$ cat src/rtl/lpgi_pkg.sv
// ----------------------------------------------------------------------------
// lpgi_pkg: shared constants for the line pixel gradient interpolator
// Holds lane numbering, channel constants and the default coordinate width.
// ----------------------------------------------------------------------------
package lpgi_pkg;

    localparam int DEFAULT_COORD_BITS = 16;
    localparam int NUM_LANES          = 4;
    localparam int CHAN_BITS          = 8;
    localparam int COLOR_BITS         = 24;

    // lane order through the divider chain
    localparam int LANE_Y     = 0;
    localparam int LANE_RED   = 1;
    localparam int LANE_GREEN = 2;
    localparam int LANE_BLUE  = 3;

    localparam logic [CHAN_BITS-1:0] CHAN_MAX = 8'hFF;

endpackage

$ cat src/rtl/lpgi_div_cell.sv
// ----------------------------------------------------------------------------
// lpgi_div_cell: one restoring-division step for all lanes
// Shifts each lane's remainder/quotient word left by one, subtracts the
// shared divisor where it fits and sets the quotient bit.
// ----------------------------------------------------------------------------
module lpgi_div_cell #(
    parameter int DW = 17,   // divisor width
    parameter int NW = 33,   // dividend / quotient width
    parameter int SW = 45    // sideband width
) (
    input  logic                  i_clk,
    input  logic                  i_rst_n,
    input  logic                  i_en,
    input  logic                  i_valid,
    input  logic [DW-1:0]         i_d,
    input  logic [DW+NW-1:0]      i_acc [lpgi_pkg::NUM_LANES],
    input  logic [SW-1:0]         i_side,
    output logic                  o_valid,
    output logic [DW-1:0]         o_d,
    output logic [DW+NW-1:0]      o_acc [lpgi_pkg::NUM_LANES],
    output logic [SW-1:0]         o_side
);
    import lpgi_pkg::*;

    logic                 r_valid;
    logic [DW-1:0]        r_d;
    logic [DW+NW-1:0]     r_acc [NUM_LANES];
    logic [SW-1:0]        r_side;
    logic [DW+NW-1:0]     n_acc [NUM_LANES];

    always_comb begin
        logic [DW:0] hi;
        for (int k = 0; k < NUM_LANES; k++) begin
            hi = i_acc[k][DW+NW-1:NW-1];
            if (hi >= {1'b0, i_d}) begin
                hi = hi - {1'b0, i_d};
                n_acc[k] = {hi[DW-1:0], i_acc[k][NW-2:0], 1'b1};
            end else begin
                n_acc[k] = {hi[DW-1:0], i_acc[k][NW-2:0], 1'b0};
            end
        end
    end

    always_ff @(posedge i_clk) begin
        if (!i_rst_n) begin
            r_valid <= 1'b0;
        end else if (i_en) begin
            r_valid <= i_valid;
        end
    end

    always_ff @(posedge i_clk) begin
        if (i_en) begin
            r_d    <= i_d;
            r_acc  <= n_acc;
            r_side <= i_side;
        end
    end

    assign o_valid = r_valid;
    assign o_d     = r_d;
    assign o_acc   = r_acc;
    assign o_side  = r_side;

endmodule
$ cat config.mk
export PLATFORM = sky130hd
export DESIGN_NAME = lpgi_div_cell
export DESIGN_NICKNAME = d
export VERILOG_FILES = /design/src/rtl/lpgi_pkg.sv /design/src/rtl/lpgi_div_cell.sv
export SDC_FILE = /design/constraint.sdc
export NUM_CORES = 1
export LEC_CHECK = 0
export ABC_AREA = 1
export BUFFER_PORTS_ARGS = -buffer_cell sky130_fd_sc_hd__buf_2
export CAP_MARGIN = 20
export CORE_AREA = 8 8 200 202
export DETAILED_ROUTE_END_ITERATION = 10
export DIE_AREA = 0 0 208 210
export GPL_ROUTABILITY_DRIVEN = 0
export HOLD_SLACK_MARGIN = 0.12
export PLACE_DENSITY = 0.59
export SLEW_MARGIN = 20
export SYNTH_ARGS = -nofsm -noshare
export SYNTH_HDL_FRONTEND = slang
export SYNTH_SLANG_ARGS = --single-unit
$ cat constraint.sdc
create_clock -name i_clk -period 2.2 [get_ports i_clk]
set_clock_uncertainty 0.15 [all_clocks]
set_input_delay 0 -clock i_clk [delete_from_list [all_inputs] [get_ports i_clk]]
set_output_delay 0 -clock i_clk [all_outputs]
set_load 0.01 [all_outputs]
==> out/qor.csv, run 1 <==
metric;value;unit
outcome;completed;
Most used DFF post-synth;edfxtp_1;
routed vias/inst;4.76;
CP Launch Type;primary input;
Synth cell types;32;
pwr dens;662;nW/um^2
Switch Pwr;0.00453;W
Area growth syn-to-layout;74.9;%
Finish-stage setup viols;0;
Total Power;0.0156;W
Port Buffers;528;
total grt overflow;0;
Peak Freq;463;MHz
antenna-violating nets left;0;
Avg Cell Area, Syn;9.65;um^2
CP required;2.35;ns
IO Count;529;
Mapped Area;13400;um^2
Clock Tree Buf Depth;3;
Post-synth ARST share;0;%
CP max FO;12;
final setup margin;0.0379;ns
initial antenna violation count;9;
clock power share;34.6;%
Final Slew Violations;0;
post-place setup slack;-0.00859;ns
die area;43700;um^2
VDD IR max;543;uV
Fin Hold WS;0.129;ns
Total Routed Length;63200;um
DRT iter0 DRCs;1002;
Final Cycle Share;98.3;%
GR Util All Layers;27.6;%
first-pass GRT wire length;91600;um
Fill cells;2929;
most common cell after layout, fill and taps aside;buf_2;
TritonRoute pass-1 iters;5;
CTS root buffer;clkbuf_16;
cell internal pwr;0.0110;W
static leakage;11.3;nW
Initial Util;36.4;%
Logic pwr share;25.1;%
Sw Share;29.1;%
Hold/Removal Path Class;primary input to flop;
Reg power frac;40.2;%
flops & latches, synth;263;
HPWL after detailed placement;43500;um
final hold vios;0;
CTS Sinks;263;
share of layout cells above drive strength 1;29.4;%
htree depth;1;
worst endpoint data arrival time;2.31;ns
Remaining DRCs;0;
drt wl/cell;21.3;um
vias after detailed routing;14100;
die height;210;um
critical path type;primary input to flop;
Die X;208;um
total CTS buffers;31;
Core Area;37000;um^2
vias in the first global route;14500;
Synth Warn #;0;
most frequent cells in the layout;526 x buf_2, 524 x nand2_1, 456 x dlygate4sd3_1;
CTS tree;built;
clk_lat worst skew;0.56;ns
Worst-path clk slew;0.06;ns
post-synthesis sequential area ratio;58.6;%
post-synthesis cell count;1394;
Site Rows;71;
Post-synth EDFFs;262;
max_cap viols;0;
worst slew pin tran;0.644;ns
Max-slew headroom;57.1;%
Mapped Nets;1732;
largest net degree at the start of global routing;68;
final net count;2800;
min cycle time layout;2.16;ns
crit end category;flop;
[sequential cells by signal, indices dropped and copies added, names as in the netlist]
| signal | count |
|---|---|
| o_valid | 1 |
| o_acc | 200 |
| o_side | 45 |
| o_d | 17 |
[cells in the mapped netlist (5+ instances only)]
master / instances / area share [%]
edfxtp_1: 262 / 58
nor2_1: 49 / 1.4
nand4_1: 8 / 0.37
inv_1: 224 / 6.3
buf_4: 5 / 0.28
buf_2: 5 / 0.19
nand2_4: 7 / 0.59
nor3_1: 6 / 0.22
nand2_2: 11 / 0.51
a21oi_1: 40 / 1.5
nand2_1: 524 / 15
ha_1: 68 / 6.3
nand3_1: 118 / 4.4
xor2_1: 25 / 1.6
and2_1: 5 / 0.23
[area by class of cell]
| type | count | area (um^2) | share of cell area, % |
|---|---|---|---|
| Antenna cell | 7 | 17.5 | 0.0745 |
| Clock buffer | 34 | 787 | 3.35 |
| Clock inverter | 21 | 250 | 1.06 |
| Inverter | 224 | 886 | 3.77 |
| Timing Repair Buffer | 1048 | 8010 | 34.1 |
| Sequential cell | 263 | 7890 | 33.5 |
| Multi-Input combinational cell | 894 | 5090 | 21.6 |
| Tap cell | 474 | 593 | 2.52 |
[per-layer routing]
layer  routed length (um)  vias to the layer above  global-route usage (%)
li1                     -                     6677                       -
met1                24800                     6572                    32.7
met2                29500                      676                    45.9
met3                 4550                      185                    6.48
met4                 4270                       10                    15.9
met5                   68                        -                       0
[final timing paths]
| path | start | end | slack (ns) | cells after the start |
|---|---|---|---|---|
| max reg2reg | o_valid$_SDFFE_PN0P_ | o_valid$_SDFFE_PN0P_ | 0.86 | 3 |
| max | i_d[13] | o_acc[83]$_DFFE_PP_ | 0.04 | 13 |
| min | i_d[0] | o_d[0]$_DFFE_PP_ | 0.13 | 2 |
| min reg2reg | o_valid$_SDFFE_PN0P_ | o_valid$_SDFFE_PN0P_ | 0.97 | 3 |
[power groups by stage]
stage | sequential (W) | combinational, W | clock (W)
after global placement | 0.00633 | 0.00294 | 0
final | 0.00626 | 0.00391 | 0.00540
after CTS | 0.00623 | 0.00363 | 0.00542
after detailed placement | 0.00633 | 0.00296 | 0
after global routing | 0.00630 | 0.00424 | 0.00567
after floorplan | 0.00660 | 0.00123 | 0
[metrics by stage]
step	instances	setup TNS, ns	util (%)	cell area, um^2
after floorplan	1394	0	-	13400
after global placement	2431	0	46.2	17100
after detailed placement	2431	-0.0211	46.2	17100
after CTS	2941	0	61.3	22700
after global routing	2963	-0.186	63.6	23500
final	2965	0	63.7	23500
[cells by family after synthesis]
kind of cell	after synthesis	share of synthesized area [%]
and+or+nand+nor	748	23.8
DFF	263	58.6
buffers and inverters	238	7.08
adders and majority gates	72	6.92
AOI/OAI and AO/OA	45	1.71
xor gates and xnor gates	28	1.82
[worst max-delay path, stage by stage]
cell and delay, ns:
dlygate4sd3_1 0.55, buf_2 0.15, clkinvlp_4 0.12, buf_12 0.15, ha_1 0.35, nand2_1 0.10
inv_1 0.08, nand2_1 0.10, nor3_2 0.21, nand2_2 0.15, buf_6 0.19, nand3_1 0.08
nand2_1 0.08
[timing repair]
action / 4_1_cts / 5_1_grt
endpoints found under the setup margin: 0 / 68
endpoints found under the hold margin: 525 / 1
buffers inserted: 0 / 15
hold buffers: 455 / 1
gates resized for setup: 0 / 75
(Power assumes the default switching activity.)
==> run 2: changes to the inputs <==
--- a/config.mk
+++ b/config.mk
@@ -8,12 +8,14 @@
 export ABC_AREA = 1
 export BUFFER_PORTS_ARGS = -buffer_cell sky130_fd_sc_hd__buf_2
 export CAP_MARGIN = 20
-export CORE_AREA = 8 8 200 202
+export CELL_PAD_IN_SITES_DETAIL_PLACEMENT = 1
+export CELL_PAD_IN_SITES_GLOBAL_PLACEMENT = 2
+export CORE_MARGIN = 8
+export CORE_UTILIZATION = 29
 export DETAILED_ROUTE_END_ITERATION = 10
-export DIE_AREA = 0 0 208 210
 export GPL_ROUTABILITY_DRIVEN = 0
 export HOLD_SLACK_MARGIN = 0.12
-export PLACE_DENSITY = 0.59
+export PLACE_DENSITY = 0.77
 export SLEW_MARGIN = 20
 export SYNTH_ARGS = -nofsm -noshare
 export SYNTH_HDL_FRONTEND = slang
==> out/qor.csv, run 2 (synthesis gave the netlist of run 1 again) <==
metric;value;unit;change
Max-slew headroom;69.8;%;was 57.1%
CTS root buffer;clkbuf_16;;unchanged
worst endpoint data arrival time;2.34;ns;was 2.31 ns
Finish-stage setup viols;0;;unchanged
antenna-violating nets left;0;;unchanged
min cycle time layout;2.15;ns;was 2.16 ns
worst slew pin tran;0.453;ns;was 0.644 ns
crit end category;flop;;unchanged
Reg power frac;39.5;%;was 40.2%
CTS Sinks;263;;unchanged
vias after detailed routing;14700;;was 14100
Remaining DRCs;0;;unchanged
VDD IR max;596;uV;was 543 uV
r2r setup slk;0.74;ns;was 0.86 ns
largest net degree at the start of global routing;74;;was 68
CP max FO;5;;was 12
share of layout cells above drive strength 1;29.4;%;about the same
cell internal pwr;0.0110;W;about the same
htree depth;1;;unchanged
Logic pwr share;25.9;%;was 25.1%
pwr dens;670;nW/um^2;was 662 nW/um^2
HPWL after detailed placement;53600;um;was 43500 um
IO Count;529;;unchanged
Port Buffers;528;;unchanged
clock power share;34.6;%;about the same
Total Power;0.0160;W;was 0.0156 W
final setup margin;0.0472;ns;was 0.0379 ns
CP Launch Type;primary input;;unchanged
DRT iter0 DRCs;806;;was 1002
post-place setup slack;-0.0835;ns;was -0.00859 ns
most frequent cells in the layout;525 x buf_2, 519 x nand2_1, 468 x dlygate4sd3_1;;was 526 x buf_2, 524 x nand2_1, 456 x dlygate4sd3_1
Fin Hold WS;0.145;ns;was 0.129 ns
Area growth syn-to-layout;77.2;%;was 74.9%
final hold vios;0;;unchanged
most common cell after layout, fill and taps aside;buf_2;;unchanged
outcome;completed;;unchanged
Hold/Removal Path Class;primary input to flop;;unchanged
Final Slew Violations;0;;unchanged
critical path type;primary input to flop;;unchanged
max_cap viols;0;;unchanged
Die X;231;um;was 208 um
Sw Share;31.2;%;was 29.1%
clk_lat worst skew;0.57;ns;was 0.56 ns
Switch Pwr;0.00498;W;was 0.00453 W
Total Routed Length;78800;um;was 63200 um
Site Rows;79;;was 71
max reg flops;200;;unchanged
RSZ-0062 raised after global routing;yes;;
Final Cycle Share;97.9;%;was 98.3%
static leakage;11.6;nW;was 11.3 nW
routed vias/inst;4.66;;was 4.76
Finished Core Util;51.6;%;was 63.7%
vias in the first global route;15900;;was 14500
total CTS buffers;31;;unchanged
CP required;2.38;ns;was 2.35 ns
final net count;2855;;was 2800
die height;231;um;was 210 um
Clock Tree Buf Depth;3;;unchanged
TritonRoute pass-1 iters;5;;unchanged
GR Util All Layers;28.2;%;was 27.6%
Fill cells;5237;;was 2929
Peak Freq;465;MHz;was 463 MHz
total grt overflow;0;;unchanged
Core Area;46200;um^2;was 37000 um^2
drt wl/cell;25.0;um;was 21.3 um
CTS tree;built;;unchanged
Initial Util;29.1;%;was 36.4%
die area;53500;um^2;was 43700 um^2
Worst-path clk slew;0.07;ns;was 0.06 ns
first-pass GRT wire length;112000;um;was 91600 um
initial antenna violation count;12;;was 9
-- run 2: cell count changes in the layout (fill, tap and decap cells not counted), sizes merged --
cell and delta:
inv +12, clkinv -1, clkbuf +1, dlymetal6s4s +1
dlygate4sd3 +12, buf +43, bufinv -1, clkinvlp -9
nand2 -1, diode +1
-- run 2: critical path: stages --
cell and delay [ns]:
dlygate4sd3_1 0.53, buf_2 0.14, clkinvlp_4 0.10, buf_12 0.16, ha_1 0.32, nand2_1 0.11, nor2_2 0.15, inv_1 0.09
nor4_4 0.18, nand2_4 0.14, buf_4 0.17, buf_12 0.11, nand3_1 0.07, nand2_1 0.05
-- run 2: cell type report --
cell class | count | area (um^2) | share of cell area, %
clock inverters | 22 | 239 | 1.00
inverters | 224 | 852 | 3.58
diodes | 8 | 20.0 | 0.0840
multi-input cells | 893 | 4840 | 20.3
flip-flops and latches | 263 | 7890 | 33.1
well taps | 607 | 759 | 3.19
clock buffers | 35 | 791 | 3.32
repair buffers | 1104 | 8440 | 35.4
-- run 2: final timing paths --
kind                                              to                  from  cells after the start
worst min register to register  o_valid$_SDFFE_PN0P_  o_valid$_SDFFE_PN0P_                      3
worst max register to register  o_valid$_SDFFE_PN0P_  o_valid$_SDFFE_PN0P_                      3
worst min-delay path             o_acc[83]$_DFFE_PP_             i_acc[82]                      4
worst max-delay path            o_acc[149]$_DFFE_PP_               i_d[11]                     14
-- run 2: power by group through the flow --
stage	Combinational, W	Clock, W	Sequential, W
detailed placement	0.00325	0	0.00635
finish	0.00414	0.00553	0.00630
global placement	0.00318	0	0.00635
floorplan	0.00123	0	0.00660
CTS	0.00395	0.00544	0.00626
global route	0.00446	0.00576	0.00634
-- run 2: layer usage --
| layer | global-route usage (%) | vias up | wire, um |
|---|---|---|---|
| met5 | 0 | - | 41 |
| met4 | 16.6 | 6 | 5350 |
| met3 | 6.63 | 183 | 5110 |
| met2 | 48.9 | 575 | 38700 |
| met1 | 31.2 | 7154 | 29600 |
| li1 | - | 6797 | - |
-- run 2: what timing repair did --
action | 4_1_cts | 5_1_grt
hold buffers | 463 | 7
gates resized for setup | 0 | 46
endpoints found under the hold margin | 525 | 7
setup endpoints to repair | 0 | 69
buffers inserted | 0 | 7
-- run 2: metrics by stage --
step           setup TNS (ns)  cell area (um^2)  instances
3_3_place_gp                0             17700       2616
4_1_cts                     0             23400       3136
3_5_place_dp            -2.49             17700       2616
5_1_grt                -0.127             23800       3153
2_1_floorplan               0             13400       1394
6_report                    0             23800       3156
==> run 3: changes to the inputs <==
--- a/config.mk
+++ b/config.mk
@@ -14,6 +14,7 @@
 export CORE_UTILIZATION = 29
 export DETAILED_ROUTE_END_ITERATION = 10
 export GPL_ROUTABILITY_DRIVEN = 0
+export GPL_TIMING_DRIVEN = 0
 export HOLD_SLACK_MARGIN = 0.12
 export PLACE_DENSITY = 0.77
 export SLEW_MARGIN = 20
==> out/qor.csv, run 3 (synthesis gave the netlist of run 1 again) <==
metric;value;unit;change
first-pass GRT wire length;106000;um;was 112000 um
met3 global-route usage;6.64;%;was 6.63%
RSZ-0062 raised after global routing;yes;;unchanged
R2R depth;3;;unchanged
CP max FO;10;;was 5
placed cells;2532;;was 2616
IO Count;529;;unchanged
drt wl/cell;24.4;um;was 25.0 um
Die X;231;um;unchanged
Critical R2R Capture;o_valid$_SDFFE_PN0P_;;unchanged
placed cell areas;16900;um^2;was 17700 um^2
Design Area, Final;22700;um^2;was 23800 um^2
Site Rows;79;;unchanged
Area growth syn-to-layout;69.2;%;was 77.2%
worst hold path depth;3;;was 4
routed vias/inst;4.61;;was 4.66
reg2reg start;o_valid$_SDFFE_PN0P_;;unchanged
GR Util All Layers;26.7;%;was 28.2%
CTS root buffer;clkbuf_16;;unchanged
antenna-violating nets left;0;;unchanged
worst slew pin tran;0.613;ns;was 0.453 ns
cell family with most CP delay;buffers and inverters;;unchanged
final setup margin;0.0599;ns;was 0.0472 ns
GRT Max-Usage Layer;met2;;unchanged
Finish-stage setup viols;0;;unchanged
DRT iter0 DRCs;780;;was 806
setup TNS;0;ns;unchanged
total CTS buffers;34;;was 31
Remaining DRCs;0;;unchanged
VDD IR max;496;uV;was 596 uV
Initial Util;29.1;%;unchanged
largest net degree at the start of global routing;98;;was 74
most frequent cells in the layout;531 x buf_2, 521 x nand2_1, 435 x dlygate4sd3_1;;was 525 x buf_2, 519 x nand2_1, 468 x dlygate4sd3_1
crit end category;flop;;unchanged
CP Cell Sequence;buf_2 -> dlygate4sd3_1 -> ha_1 -> buf_4 -> nand2_1 -> nand2_2 -> nand3b_1 -> nand2_2 -> nand2_1 -> nand2_2 -> nand2_4 -> buf_12 -> buf_4 -> nand3_1 -> nand2_1;;was dlygate4sd3_1 -> buf_2 -> clkinvlp_4 -> buf_12 -> ha_1 -> nand2_1 -> nor2_2 -> inv_1 -> nor4_4 -> nand2_4 -> buf_4 -> buf_12 -> nand3_1 -> nand2_1
failing checks;negative hold slack;;
share of layout cells above drive strength 1;27.3;%;was 29.4%
Final Slew Violations;0;;unchanged
Final Cycle Share;97.3;%;was 97.9%
Port Buffers;528;;unchanged
routing usage on met1;30.2;%;was 31.2%
pwr dens;712;nW/um^2;was 670 nW/um^2
CP Launch Type;primary input;;unchanged
Fill cells;5254;;was 5237
outcome;complete, but fails checks;;was completed
clk_lat worst skew;0.52;ns;was 0.57 ns
max_cap viols;0;;unchanged
die height;231;um;unchanged
final net count;2754;;was 2855
final hold vios;15;;was 0
max reg flops;200;;unchanged
htree depth;2;;was 1
Total Routed Length;74300;um;was 78800 um
Total Power;0.0162;W;was 0.0160 W
fin cells;3046;;was 3156
Hold/Removal Path Class;primary input to flop;;unchanged
HPWL after detailed placement;52100;um;was 53600 um
vias after detailed routing;14000;;was 14700
most common cell after layout, fill and taps aside;buf_2;;unchanged
initial antenna violation count;11;;was 12
met2 Use GR;46.4;%;was 48.9%
critical-path cell with the highest stage delay;dlygate4sd3_1;;unchanged
min cycle time layout;2.14;ns;was 2.15 ns
Core Area;46200;um^2;unchanged
static leakage;11.1;nW;was 11.6 nW
Peak Freq;467;MHz;was 465 MHz
startpoint of the worst hold path;i_acc[32];;was i_acc[82]
post-place setup slack;-0.551;ns;was -0.0835 ns
die area;53500;um^2;unchanged
worst endpoint data arrival time;2.29;ns;was 2.34 ns
CP required;2.35;ns;was 2.38 ns
CTS Sinks;263;;unchanged
TritonRoute pass-1 iters;5;;unchanged
CTS tree;built;;unchanged
Crit path buffers/inverters;5;;was 7
total grt overflow;0;;unchanged
Worst-path clk slew;0.06;ns;was 0.07 ns
r2r setup slk;0.78;ns;was 0.74 ns
Clock Tree Buf Depth;3;;unchanged
vias in the first global route;15000;;was 15900
critical path type;primary input to flop;;unchanged
slowest stage delay, CP;0.58;ns;was 0.53 ns
Worst path depth;15;;was 14
Max-slew headroom;59.1;%;was 69.8%
WHS Endpoint;o_acc[33]$_DFFE_PP_;;was o_acc[83]$_DFFE_PP_
Fin Hold WS;-0.367;ns;was 0.145 ns
-- run 3: power by group --
group	switching, W	internal, W
sequential	0.000163	0.00611
combinational	0.00224	0.00160
clock	0.00237	0.00372
total	0.00478	0.0114
-- run 3: area by class of cell --
cell class | count | area (um^2) | area share (%)
Sequential cell | 263 | 7890 | 34.7
Timing Repair Buffer | 986 | 7250 | 31.9
Multi-Input combinational cell | 894 | 4730 | 20.8
Clock buffer | 38 | 887 | 3.90
Inverter | 224 | 845 | 3.71
Tap cell | 607 | 759 | 3.34
Clock inverter | 17 | 279 | 1.23
Buffer | 13 | 103 | 0.451
Antenna cell | 4 | 10.0 | 0.0440
-- run 3: worst min-delay path, cell delays in order --
cell,delay (ns)
buf_2,0.10
nand3_1,0.07
nand2_1,0.07
-- run 3: worst max path at each step --
stage,end,startpoint
after floorplan,o_acc[138]$_DFFE_PP_,i_d[1]
after detailed placement,o_acc[88]$_DFFE_PP_,i_d[13]
after CTS,o_acc[88]$_DFFE_PP_,i_acc[84]
final,o_acc[139]$_DFFE_PP_,i_acc[134]
after global routing,o_acc[135]$_DFFE_PP_,i_acc[135]
after global placement,o_valid$_SDFFE_PN0P_,i_en
-- run 3: layer usage --
metal | up-vias | wire length, um
li1 | 6576 | -
met1 | 6799 | 28900
met5 | - | 87
met3 | 142 | 4700
met4 | 14 | 4390
met2 | 518 | 36200
-- run 3: stage by stage --
| step | hold WS (ns) | util (%) |
|---|---|---|
| final | -0.367 | 49.3 |
| after global routing | -0.371 | 49.3 |
| after CTS | -0.390 | 48.5 |
| after detailed placement | 0.0285 | 36.7 |
| after global placement | 0.0272 | 36.5 |
| after floorplan | -0.0565 | - |
-- run 3: timing repair --
action / in CTS / in global routing
gates resized for setup: 1 / 24
endpoints found under the hold margin: 414 / 20
buffers inserted: 0 / 20
pin swaps: 0 / 9
setup endpoints to repair: 1 / 42
cloned: 0 / 1
hold buffers: 429 / 6
